===== src/hdl/range_count_less_scaled_update_unit_assert.svh =====
// Assertion macros used by the range_count_less_scaled_update_unit module.
// Each macro expects clk_i and rst_ni in scope.
`ifndef RANGE_COUNT_LESS_SCALED_UPDATE_UNIT_ASSERT_SVH
`define RANGE_COUNT_LESS_SCALED_UPDATE_UNIT_ASSERT_SVH

`define RCLSU_ASSERT_SAME(lbl, ante, cons, msg) \
  lbl: assert property (@(posedge clk_i) disable iff (!rst_ni) (ante) |-> (cons)) \
    else $error(msg);

`define RCLSU_ASSERT_NEXT(lbl, ante, cons, msg) \
  lbl: assert property (@(posedge clk_i) disable iff (!rst_ni) (ante) |=> (cons)) \
    else $error(msg);

`endif


===== src/hdl/rclsu_pkg.sv =====
`default_nettype none

package rclsu_pkg;

  localparam int unsigned MaxSlots = 1024;
  localparam int unsigned AddrW    = $clog2(MaxSlots);

  localparam int unsigned SlotW    = 10;
  localparam int unsigned DataW    = 32;
  localparam int unsigned CmdW     = 2;
  localparam int unsigned LenW     = SlotW + 1;
  localparam int unsigned ProdW    = DataW + LenW;
  localparam int unsigned ElemCntW = 11;
  localparam int unsigned CfgIdxW  = 1;

  typedef enum logic [CmdW-1:0] {
    CmdLoad  = 2'd0,
    CmdXform = 2'd1,
    CmdRead  = 2'd2
  } cmd_e;

  localparam logic [CfgIdxW-1:0] CfgElementCount = 1'd0;
  localparam logic [CfgIdxW-1:0] CfgMultiplier   = 1'd1;

  function automatic logic slot_exists(input logic [SlotW-1:0] s);
    logic [31:0] ext;
    ext = {{(32-SlotW){1'b0}}, s};
    return ext < MaxSlots;
  endfunction

  function automatic logic [AddrW-1:0] to_addr(input logic [SlotW-1:0] s);
    logic [SlotW+AddrW-1:0] ext;
    ext = {{AddrW{1'b0}}, s};
    return ext[AddrW-1:0];
  endfunction

endpackage

`default_nettype wire


===== src/hdl/rclsu_div.sv =====
`default_nettype none

// Restoring divider, one quotient bit per cycle.
module rclsu_div (
  input  wire logic                        clk_i,
  input  wire logic                        rst_ni,
  input  wire logic                        start_i,
  input  wire logic [rclsu_pkg::ProdW-1:0] dividend_i,
  input  wire logic [rclsu_pkg::LenW-1:0]  divisor_i,
  output logic                             done_o,
  output logic      [rclsu_pkg::DataW-1:0] quotient_o
);

  localparam int unsigned StepW = $clog2(rclsu_pkg::ProdW);

  logic                          run_q;
  logic                          done_q;
  logic [StepW-1:0]              step_q;
  logic [rclsu_pkg::LenW-1:0]    rem_q;
  logic [rclsu_pkg::LenW-1:0]    dvs_q;
  logic [rclsu_pkg::ProdW-1:0]   quo_q;

  logic [rclsu_pkg::LenW:0]      shifted;
  logic [rclsu_pkg::LenW:0]      diff;
  logic                          qbit;
  logic [rclsu_pkg::LenW-1:0]    rem_d;

  always_comb begin
    shifted = {rem_q, quo_q[rclsu_pkg::ProdW-1]};
    diff    = shifted - {1'b0, dvs_q};
    qbit    = !diff[rclsu_pkg::LenW];
    rem_d   = qbit ? diff[rclsu_pkg::LenW-1:0] : shifted[rclsu_pkg::LenW-1:0];
  end

  always_ff @(posedge clk_i or negedge rst_ni) begin
    if (!rst_ni) begin
      run_q  <= 1'b0;
      done_q <= 1'b0;
      step_q <= '0;
      rem_q  <= '0;
      dvs_q  <= '0;
      quo_q  <= '0;
    end else begin
      done_q <= 1'b0;
      if (start_i) begin
        run_q  <= 1'b1;
        step_q <= StepW'(rclsu_pkg::ProdW - 1);
        rem_q  <= '0;
        dvs_q  <= divisor_i;
        quo_q  <= dividend_i;
      end else if (run_q) begin
        rem_q <= rem_d;
        quo_q <= {quo_q[rclsu_pkg::ProdW-2:0], qbit};
        if (step_q == '0) begin
          run_q  <= 1'b0;
          done_q <= 1'b1;
        end else begin
          step_q <= step_q - StepW'(1);
        end
      end
    end
  end

  assign done_o     = done_q;
  assign quotient_o = quo_q[rclsu_pkg::DataW-1:0];

endmodule

`default_nettype wire


===== config.mk =====
export PLATFORM = sky130hd
export DESIGN_NAME = rclsu_div
export DESIGN_NICKNAME = d
export VERILOG_FILES = /design/src/hdl/range_count_less_scaled_update_unit_assert.svh /design/src/hdl/rclsu_pkg.sv /design/src/hdl/rclsu_div.sv
export SDC_FILE = /design/constraint.sdc
export NUM_CORES = 1
export LEC_CHECK = 0
export BUFFER_PORTS_ARGS = -buffer_cell sky130_fd_sc_hd__buf_2
export CAP_MARGIN = 20
export CELL_PAD_IN_SITES_DETAIL_PLACEMENT = 0
export CELL_PAD_IN_SITES_GLOBAL_PLACEMENT = 2
export CORE_MARGIN = 1
export CORE_UTILIZATION = 36
export DETAILED_ROUTE_END_ITERATION = 10
export PLACE_DENSITY = 0.85
export SLEW_MARGIN = 20
export SYNTH_ARGS = -nofsm -noshare
export SYNTH_HDL_FRONTEND = slang
export SYNTH_SLANG_ARGS = --single-unit

===== constraint.sdc =====
create_clock -name clk_i -period 4.3 [get_ports clk_i]
set_input_delay 0.645 -clock clk_i [delete_from_list [all_inputs] [get_ports clk_i]]
set_output_delay 0.645 -clock clk_i [all_outputs]
set_load 0.01 [all_outputs]

==> results.md, run 1 <==
* Status: complete, no violations
* Initial antenna violation count at 0
* Core Footprint at 11100 um2
* Max clock buf depth at 2
* Synthesized flop and latch total at 73
* Setup total negative slack at 0 ns
* RSZ-0062 raised after global routing: no
* DRT antenna net count at 0
* Worst setup path class: flop to flop
* Static leakage at 2.57 nW
* Post-Route Skew at 0.00612 ns
* Worst path bufs/invs at 2
* Placement Setup Slack at 1.47 ns
* Max IR drop VDD at 230 uV
* Main combinational cell family by area after synthesis: compound AO/OA/AOI/OAI gates
* Die Y at 110 um
* Final WS setup at 1.64 ns
* PD cells at 508 nW/um2
* Post-Synth Adder-Cell Area at 4.38%
* Fin. max-slew vios at 0
* Final wirelength at 9.33 mm
* FMAX at 377 MHz
* CTS tree: yes
* CP Launch Type: flop
* Synth area leaders: dfrtp_1 44%, mux2i_1 10%, o21ai_0 7.4%
* Sequential area share after synthesis at 43.8%
* Crit path cell chain: inv_1, ha_1, inv_1, fa_1, a211oi_1, nor2_1, o41ai_1, xnor2_1, nand3_1, a311oi_1
* Crit-path max cell delay at 0.43 ns
* Number of port buffers at 89
* CP max-delay cell: a211oi_1
* Post-synth EDFFs at 0
* NetSw at 0.000766 W
* Mapped Area at 4170 um2
* Post-DP Area at 4480 um2
* Relative slew slack at 42.1%
* Crit share post-route at 61.8%
* Dpl cells at 621
* Aggregate global routing overflow at 0
* First-pass GRT wire length at 15.0 mm
* Antenna diodes at 0
* Area grow syn2layout at 16.2%
* GRT Resource Usage Total at 16.3%
* Mux contribution to synthesized area at 10.9%
* Post-CTS setup buffers at 0
* DR vias/cell at 5.01
* Clock power frac at 37.5%
* Post-Syn Area per Cell at 9.40 um2
* Leading area contributor after synthesis: dfrtp_1
* Num CTS Buffers at 9
* Hold Path Class: input port to asynchronous set/reset pin
* Post-synth ARST share at 100%
* Syn Nets at 515
* Via count at 3190
* WP data arrival at 2.89 ns
* Compound-Gate Fraction of Synth Area at 16.2%
* Worst endpoint required time at 4.53 ns
* Endpoints failing setup at 0
* Crit-path leading delay family: compound AO/OA/AOI/OAI gates
* Power share of the combinational group at 28.0%
* Fin area at 4850 um2
* Vias in the first global route at 3043
* DRC at 0
* Tmin final at 2.66 ns
* Switching Share at 31.1%
* Final nets at 563
* CP dominant cell by count: inv_1
* Post-CTS Resized at 0
* Area occupied by multi-input gates at 1920 um2
* CP endpoint kind: flop
* Yosys top cell area share at 43.8%
* MaxCap Viol Count at 0
* Die ar. at 12000 um2
* Synth Flop Type: dfrtp_1
* Final hold viol count at 0
* Width of the die at 110 um
* Initial Util at 37.7%
* Int Power at 0.00170 W
* DP HPWL at 6.53 mm
* Initial DRC Count at 225
* Total Power at 0.00246 W
* Root buffer cell: clkbuf_16
* Fill count at 1073
* Simple-gate share of the synthesized area at 12.3%
* Clock sinks at 73
* Worst-Skew Late Latency at 0.33 ns
* Post-Synth XOR/XNOR Area at 2.10%
* CTS Hold Bufs at 0
* Reg area at 1830 um2
* Largest net degree at the start of global routing at 81
* Tightest Pin Transition at 0.868 ns
* IO Pins at 90
* Crit path max fanout at 3
* Proportion of layout cells with a drive suffix above 1 at 24.7%
* Distinct cell type count after synthesis at 53
* Avg WL per Cell at 14.6 um
* Clock transition at the registers of the reported paths at 0.06 ns
* Synth Warn # at 0
* Row count at 38
* First drt pass iteration count at 4
* Routability cong. at 0.825
* CTS H-tree depth at 3
* Final non-filler cell total at 637
* Syn Inst Count at 444
* Sequential power share at 34.6%
[cells in the final DEF, fill, tap and decap left out, drive strengths merged, types with 2 or more instances in the layout]
cell type | netlist | layout
a211oi | 2 | 2
a21boi | 2 | 2
a21o | 2 | 2
a21oi | 12 | 12
a311oi | 6 | 6
buf | 41 | 94
bufinv | 0 | 4
clkbuf | 16 | 10
dfrtp | 73 | 73
ha | 13 | 13
inv | 21 | 22
mux2 | 2 | 2
mux2i | 43 | 43
nand2 | 62 | 62
nand2b | 2 | 2
nand3 | 7 | 7
nand4 | 5 | 5
nor2 | 24 | 24
nor3 | 4 | 4
nor4 | 5 | 5
o2111ai | 2 | 2
o211ai | 3 | 3
o21ai | 65 | 65
o21bai | 2 | 2
o311ai | 2 | 2
or2 | 2 | 2
or3 | 3 | 3
xnor2 | 7 | 7
xor2 | 3 | 3
[layer usage]
metal | track usage [%] | up-vias | share of wire (%)
met3 | 4.92 | 2 | 6.1
met2 | 25.1 | 96 | 44
met5 | 0 | - | 0
met4 | 4.38 | 0 | 0.47
met1 | 22.2 | 1486 | 49
li1 | - | 1606 | -
[through the flow]
step / util (%) / hold WS (ns)
floorplan: - / 0.349
global placement: 40.4 / 0.516
detailed placement: 40.4 / 0.521
CTS: 43.7 / 0.363
global route: 43.8 / 0.394
finish: 43.8 / 0.343
[Yosys cell counts, types with 2 or more instances]
master     instances
dfrtp_1           73
nand2_1           62
o21ai_0           62
mux2i_1           43
buf_4             33
nor2_1            24
inv_1             21
clkbuf_1          16
ha_1              13
a21oi_1           10
nand3_1            7
xnor2_1            7
a311oi_1           6
buf_1              5
nand4_1            5
nor4_1             5
nor3_1             4
or3_1              3
xor2_1             3
a21o_1             2
a21oi_4            2
buf_6              2
mux2_2             2
nand2b_1           2
o2111ai_1          2
o211ai_1           2
o21bai_1           2
[power groups by stage]
stage / clock network (W) / registers (W) / logic (W)
after floorplan: 0 / 0.000835 / 0.000587
after global placement: 0 / 0.000859 / 0.000680
after detailed placement: 0 / 0.000861 / 0.000684
after CTS: 0.000948 / 0.000850 / 0.000687
after global routing: 0.000978 / 0.000865 / 0.000778
final: 0.000923 / 0.000851 / 0.000689
[area by class of cell]
class,instances,area share [%]
clock buffer,10,4.72
clock inverter,6,2.84
inverter,21,1.62
multi-input combinational,293,39.6
sequential,73,37.7
tap,140,3.61
timing repair buffer,94,9.96
[flip-flops by register name, summed over array words and instances, names as in the netlist]
name	flops
dvs_q	11
done_o	1
quo_q	43
rem_q	11
step_q	6
run_q	1
[cell families (layout without fill, tap and decap cells)]
kind of cell / Yosys count / in the layout
multiplexers: 45 / 45
buffers and inverters: 78 / 131
AND/OR/NAND/NOR: 117 / 117
adder cells (fa/ha/maj): 14 / 14
AO/OA/AOI/OAI: 107 / 107
flip-flops: 73 / 73
XOR/XNOR: 10 / 10
[path summary, 6_finish.rpt]
path | from | to | slack (ns) | cells past startpoint
max in group asynchronous | rst_ni | run_q$_DFF_PN0_ | 3.12 | 2
min reg2reg | dvs_q[3]$_DFFE_PN0P_ | dvs_q[3]$_DFFE_PN0P_ | 0.52 | 2
min | rst_ni | quo_q[9]$_DFFE_PN0P_ | 0.34 | 1
max reg2reg | quo_q[42]$_DFFE_PN0P_ | rem_q[8]$_DFFE_PN0P_ | 1.64 | 10
max | quo_q[42]$_DFFE_PN0P_ | rem_q[8]$_DFFE_PN0P_ | 1.64 | 10
min in group clk_i | dividend_i[24] | quo_q[24]$_DFFE_PN0P_ | 0.52 | 3
No activity file was read; power rests on OpenSTA's default activity.
==> run 2, diff against run 1 <==
- ABC_AREA: unset -> 1
- CORE_UTILIZATION: 36 -> 29
- PLACE_DENSITY: 0.85 -> 0.76
- clock period: 4.3 -> 2.18 ns (I/O delays scaled with it)
==> run 2 against run 1 <==
  * Routed wire length grew 6.9%
  * Register-to-register slack worse by 1.4 ns
  * Via count grew 7.4%
  * Sequential power rose by 100%
  * Fmax increased by 37%
  * Sequential share of layout area down 1.2 points
  * Synthesized cell count increased by 15%
  * Critical path type unchanged
  * Critical endpoint is now rem_q[1]$_DFFE_PN0P_
  * Largest cell class is now sequential cells
  * Largest power group is now combinational cells
==> results.md, run 2 <==
* WL met3 at 679 um
* Vias in the first global route at 3608
* CP Launch Type: flop
* Post-Syn Area per Cell at 8.23 um2
* Synth area leaders: dfrtp_1 43%, nand2_1 13%, o221ai_1 8.1%
* CTS tree: yes
* Worst setup path class: flop to flop
* Final wirelength at 9.97 mm
* Most common cell after layout, fill and taps aside: nand2_1
* Syn Inst Count at 512
* RSZ-0062 raised after global routing: no
* Proportion of layout cells with a drive suffix above 1 at 24.9%
* Clock sinks at 73
* NetSw at 0.00208 W
* Mapped Area at 4220 um2
* Largest net degree at the start of global routing at 43
* Crit-path max cell delay at 0.40 ns
* MaxCap Viol Count at 0
* Antenna diodes at 0
* Most frequent cells in the layout: 141 x nand2_1, 88 x buf_2, 80 x inv_1
* Fill count at 1496
* Met1 WL at 4.56 mm
* Clock power frac at 30.2%
* Syn Nets at 583
* Status: complete, no violations
* Aggregate global routing overflow at 0
* Avg WL per Cell at 13.2 um
* Initial Util at 30.0%
* Row count at 43
* Biggest regs: quo_q x43, dvs_q x11, rem_q x11
* Synthesized flop and latch total at 73
* Tightest Pin Transition at 0.669 ns
* Initial DRC Count at 143
* Final nets at 644
* Power share of the combinational group at 39.1%
* Crit path max fanout at 11
* Core Footprint at 14000 um2
* IO Pins at 90
* CP dominant cell by count: nand2_1
* Relative slew slack at 55.3%
* Wire length on met2 at 4.48 mm
* Max clock buf depth at 2
* Num CTS Buffers at 9
* FMAX at 515 MHz
* Tmin final at 1.94 ns
* Highest Signal Layer: met5
* Synth Flop Type: dfrtp_1
* GRT Resource Usage Total at 14.7%
* Max IR drop VDD at 377 uV
* First drt pass iteration count at 4
* PD cells at 1110 nW/um2
* DRT antenna net count at 0
* Sequential area share after synthesis at 43.3%
* WP data arrival at 2.17 ns
* Reg area at 1830 um2
* Initial antenna violation count at 1
* Placement Setup Slack at 0.169 ns
* Fin. max-slew vios at 0
* Root buffer cell: clkbuf_16
* Max FFs per register at 43
* Width of the die at 123 um
* Post-Route Skew at 0.00692 ns
* Post-DP Area at 4650 um2
* Distinct cell type count after synthesis at 32
* Hold Path Class: input port to flop
* Synth Warn # at 0
* Leading area contributor after synthesis: dfrtp_1
* Routability cong. at 0.812
* Worst-Skew Late Latency at 0.34 ns
* Final hold viol count at 0
* Int Power at 0.00349 W
* Post-synth EDFFs at 0
* DRC at 0
* Area occupied by multi-input gates at 1710 um2
* Switching Share at 37.4%
* CTS H-tree depth at 3
* CP endpoint kind: flop
* Via count at 3426
* Fin area at 5000 um2
* Most frequent cell after synthesis: nand2_1
* Post-synth ARST share at 100%
* Die Y at 123 um
* CP max-delay cell: dfrtp_1
* Most flops, register: quo_q
* Area grow syn2layout at 18.7%
* Crit path cell chain: ha_1, nand2_1, clkinv_2, a21oi_4, nand4_4, nand2_4, nand2_1, nand3_1, nand2_1
* Number of port buffers at 89
* Yosys top cell area share at 43.3%
* Clock transition at the registers of the reported paths at 0.06 ns
* Crit share post-route at 89.1%
* Static leakage at 2.68 nW
* Setup total negative slack at 0 ns
* First-pass GRT wire length at 17.0 mm
* Top cells by count, synth: 141 x nand2_1, 80 x inv_1, 73 x dfrtp_1, 39 x o221ai_1, 34 x buf_4
* Endpoints failing setup at 0
* Worst endpoint required time at 2.41 ns
* Sequential power share at 30.7%
* Final WS setup at 0.238 ns
* DP HPWL at 7.36 mm
* DR vias/cell at 4.52
* Die ar. at 15000 um2
run 2: cell types whose count changed after synthesis, sizes merged, moves of 21 or more:
cell	delta
nand2	+87
nand3	+21
mux2i	-43
inv	+68
o221ai	+39
o21ai	-49
run 2: final cells by class:
| cell class | instances | area share [%] |
|---|---|---|
| tap | 180 | 4.50 |
| sequential | 73 | 36.5 |
| clock buffer | 11 | 5.05 |
| timing repair buffer | 103 | 11.4 |
| inverter | 90 | 6.77 |
| clock inverter | 5 | 1.70 |
| multi-input combinational | 296 | 34.1 |
run 2: final timing paths:
path	cells after the start	endpoint	from	slack [ns]
setup / recovery	9	rem_q[1]$_DFFE_PN0P_	rem_q[9]$_DFFE_PN0P_	0.24
setup reg to reg	9	rem_q[1]$_DFFE_PN0P_	rem_q[9]$_DFFE_PN0P_	0.24
hold reg to reg	2	rem_q[4]$_DFFE_PN0P_	rem_q[4]$_DFFE_PN0P_	0.51
max in group asynchronous	3	quo_q[31]$_DFFE_PN0P_	rst_ni	1.13
min in group asynchronous	2	rem_q[9]$_DFFE_PN0P_	rst_ni	0.46
hold / removal	3	quo_q[21]$_DFFE_PN0P_	dividend_i[21]	0.20
run 2: power by group through the flow:
stage	Combinational (W)	Clock, W	Sequential (W)
floorplan	0.00178	0	0.00169
global placement	0.00221	0	0.00173
detailed placement	0.00220	0	0.00173
CTS	0.00222	0.00173	0.00171
global route	0.00252	0.00178	0.00174
finish	0.00218	0.00169	0.00171
run 2: routing by layer:
| layer | global-route usage (%) | vias up |
|---|---|---|
| li1 | - | 1748 |
| met1 | 18.2 | 1555 |
| met2 | 23.0 | 99 |
| met3 | 4.41 | 22 |
| met4 | 7.62 | 2 |
| met5 | 0 | - |
run 2: timing repair:
| item | in CTS | in global routing |
|---|---|---|
| buffers inserted | 0 | 0 |
| hold buffers | 1 | 0 |
| hold endpoints to repair | 31 | 0 |
| setup endpoints to repair | 0 | 1 |
| gates resized for setup | 0 | 1 |
run 2: stage by stage:
| step | utilization (%) | total power, W | instances | hold WS, ns |
|---|---|---|---|---|
| after CTS | 35.6 | 0.00565 | 758 | 0.184 |
| after floorplan | - | 0.00347 | 512 | 0.0314 |
| after global placement | 33.1 | 0.00395 | 741 | 0.299 |
| after global routing | 35.6 | 0.00604 | 758 | 0.199 |
| final | 35.6 | 0.00557 | 758 | 0.196 |
| after detailed placement | 33.1 | 0.00393 | 741 | 0.310 |
run 2: cells by family after synthesis:
group | share of synthesized area, %
adder cells (fa/ha/maj) | 4.33
flip-flops | 43.3
AO/OA/AOI/OAI | 11.8
buffers and inverters | 16.2
AND/OR/NAND/NOR | 22.8
XOR/XNOR | 1.45
run 2: critical path, delay by kind of cell, from the launching register on:
| family | cells | cell delay, ns |
|---|---|---|
| buf+inv | 1 | 0.09 |
| fa+ha+maj | 1 | 0.35 |
| flops | 1 | 0.40 |
| simple gates | 6 | 0.75 |
| compound gates | 1 | 0.23 |
==> run 3, diff against run 2 <==
- BUFFER_PORTS_ARGS: -buffer_cell sky130_fd_sc_hd__buf_2 -> unset
- CORE_UTILIZATION: 29 -> 33
- DONT_BUFFER_PORTS: unset -> 1
- PLACE_DENSITY: 0.76 -> 0.74
==> run 3 against run 2 <==
  * Sequential share of layout area up 4.6 points
  * Critical path depth grew 5
  * Worst setup slack lost 0.064 ns
  * Routed wire length shrank 4.6%
  * Final cell count fell by 14%
  * Combinational power shrank 8%
  * Die area shrank 12%
  * Clock power is 21% lower
  * First-iteration DRC count is 26% lower
  * Total power down 8.6%
  * Fmax decreased by 3.2%
  * Clock skew about the same
==> results.md, run 3 (synthesized netlist as in run 2, its figures left out) <==
* Status: complete, no violations
* Initial antenna violation count at 0
* Fill count at 1322
* Tightest Pin Transition at 0.698 ns
* Final wirelength at 9.51 mm
* Crit-path max cell delay at 0.48 ns
* Hold_sp: start_i
* Reg area at 1830 um2
* Number of port buffers at 0
* Final nets at 551
* Proportion of layout cells with a drive suffix above 1 at 9.52%
* CP max-delay cell: fa_1
* Most flops, register: quo_q
* Worst endpoint required time at 2.41 ns
* Minimum hold slack at 0.0703 ns
* Die ar. at 13200 um2
* Worst setup path class: flop to flop
* FMAX at 498 MHz
* Antenna diodes at 0
* DP HPWL at 6.68 mm
* Row count at 40
* Dpl cells at 635
* Clock power frac at 26.3%
* Endpoints failing setup at 0
* CP dominant cell by count: nand2_1
* Total Power at 0.00509 W
* Most frequent cells in the layout: 141 x nand2_1, 80 x inv_1, 73 x dfrtp_1
* Area occupied by multi-input gates at 1710 um2
* Area grow syn2layout at 5.37%
* Setup total negative slack at 0 ns
* Static leakage at 2.26 nW
* Initial DRC Count at 106
* Post-Route Skew at 0.00681 ns
* Crit path cell chain: inv_1, ha_1, inv_1, fa_1, nand2_1, nand3_1, nand3_1, nand2_1, nand2_1, nand2_1, inv_1, nand2_1, nand3_1, nand2_1
* Tmin final at 2.01 ns
* Crit share post-route at 92.0%
* Post-CTS Resized at 0
* Max FFs per register at 43
* Final non-filler cell total at 651
* Aggregate global routing overflow at 0
* Worst path bufs/invs at 3
* Initial Util at 34.5%
* Worst-Skew Late Latency at 0.34 ns
* Final hold viol count at 0
* Crit path max fanout at 4
* Max IR drop VDD at 457 uV
* Core Footprint at 12200 um2
* Int Power at 0.00312 W
* CP endpoint kind: flop
* IO Pins at 90
* Power share of the combinational group at 39.4%
* CP Launch Type: flop
* First-pass GRT wire length at 15.8 mm
* First drt pass iteration count at 4
* Clock sinks at 73
* CTS tree: yes
* Die Y at 115 um
* Crit-path leading delay family: simple AND/OR/NAND/NOR gates
* Vias in the first global route at 3172
* Hold Path Class: input port to flop
* RR Startpoint: quo_q[42]$_DFFE_PN0P_
* Switching Share at 38.8%
* Clock transition at the registers of the reported paths at 0.06 ns
* Fin area at 4440 um2
* Sequential power share at 34.3%
* Most common cell after layout, fill and taps aside: nand2_1
* Relative slew slack at 53.4%
* Width of the die at 115 um
* Post-CTS setup buffers at 0
* Post-DP Area at 4140 um2
* DRT antenna net count at 0
* Num CTS Buffers at 9
* Fin. max-slew vios at 0
* Root buffer cell: clkbuf_16
* Max clock buf depth at 2
* GRT Resource Usage Total at 15.6%
* NetSw at 0.00198 W
* Setup crit start: quo_q[42]$_DFFE_PN0P_
* Via count at 3066
* Largest net degree at the start of global routing at 74
* MaxCap Viol Count at 0
* RSZ-0062 raised after global routing: no
* Biggest regs: quo_q x43, dvs_q x11, rem_q x11
* PD cells at 1150 nW/um2
* Routability cong. at 0.806
* DRC at 0
* Avg WL per Cell at 14.6 um
* DR vias/cell at 4.71
* WP data arrival at 2.23 ns
* CTS H-tree depth at 3
==> run 3: cell count changes in the layout (fill, tap and decap cells not counted), sizes merged <==
cell    before  now
clkinv       1    2
inv         91   89
bufinv       2    0
clkbuf      11   12
buf        102    9
==> run 3: metrics by stage <==
stage | setup slack [ns] | utilization, %
after global routing | 0.0262 | 36.4
after floorplan | 0.473 | -
after detailed placement | 0.170 | 33.9
after CTS | 0.155 | 36.4
after global placement | 0.173 | 33.9
final | 0.174 | 36.4
==> run 3: worst paths after layout <==
check,endpoint,slack (ns),cells after the start
max in group asynchronous,dvs_q[3]$_DFFE_PN0P_,1.31,2
min,step_q[4]$_DFFE_PN0P_,0.07,1
max,rem_q[8]$_DFFE_PN0P_,0.17,14
max reg2reg,rem_q[8]$_DFFE_PN0P_,0.17,14
min reg2reg,rem_q[7]$_DFFE_PN0P_,0.51,2
min in group asynchronous,dvs_q[9]$_DFFE_PN0P_,0.53,2
==> run 3: final cells by class <==
cell class | instances | area share [%]
Multi-Input combinational cell | 296 | 38.4
Sequential cell | 73 | 41.1
Clock inverter | 2 | 0.366
Timing Repair Buffer | 10 | 2.20
Tap cell | 168 | 4.73
Inverter | 90 | 7.63
Clock buffer | 12 | 5.55
==> run 3: power by group through the flow <==
stage | logic [W] | clock network, W | registers (W)
6_report | 0.00201 | 0.00134 | 0.00175
5_1_grt | 0.00229 | 0.00143 | 0.00178
4_1_cts | 0.00205 | 0.00139 | 0.00175
3_5_place_dp | 0.00200 | 0 | 0.00177
3_3_place_gp | 0.00198 | 0 | 0.00177
2_1_floorplan | 0.00178 | 0 | 0.00169
==> run 3: timing repair <==
action | 4_1_cts | 5_1_grt
hold buffers | 2 | 0
endpoints found under the setup margin | 0 | 0
hold endpoints to repair | 73 | 0
==> run 3: layer usage <==
layer / vias up / global-route usage (%) / share of wire [%]
met5: - / 0 / 0
met4: 0 / 7.01 / 1.5
met3: 10 / 5.01 / 6.2
met2: 69 / 24.5 / 46
met1: 1430 / 19.6 / 46
li1: 1557 / - / -
==> run 3: worst reg2reg max path, delay by kind of cell, from the launching register on <==
kind / cells / cell delay [ns]
simple gates: 9 / 0.69
fa+ha+maj: 2 / 0.64
flops: 1 / 0.35
buf+inv: 3 / 0.23
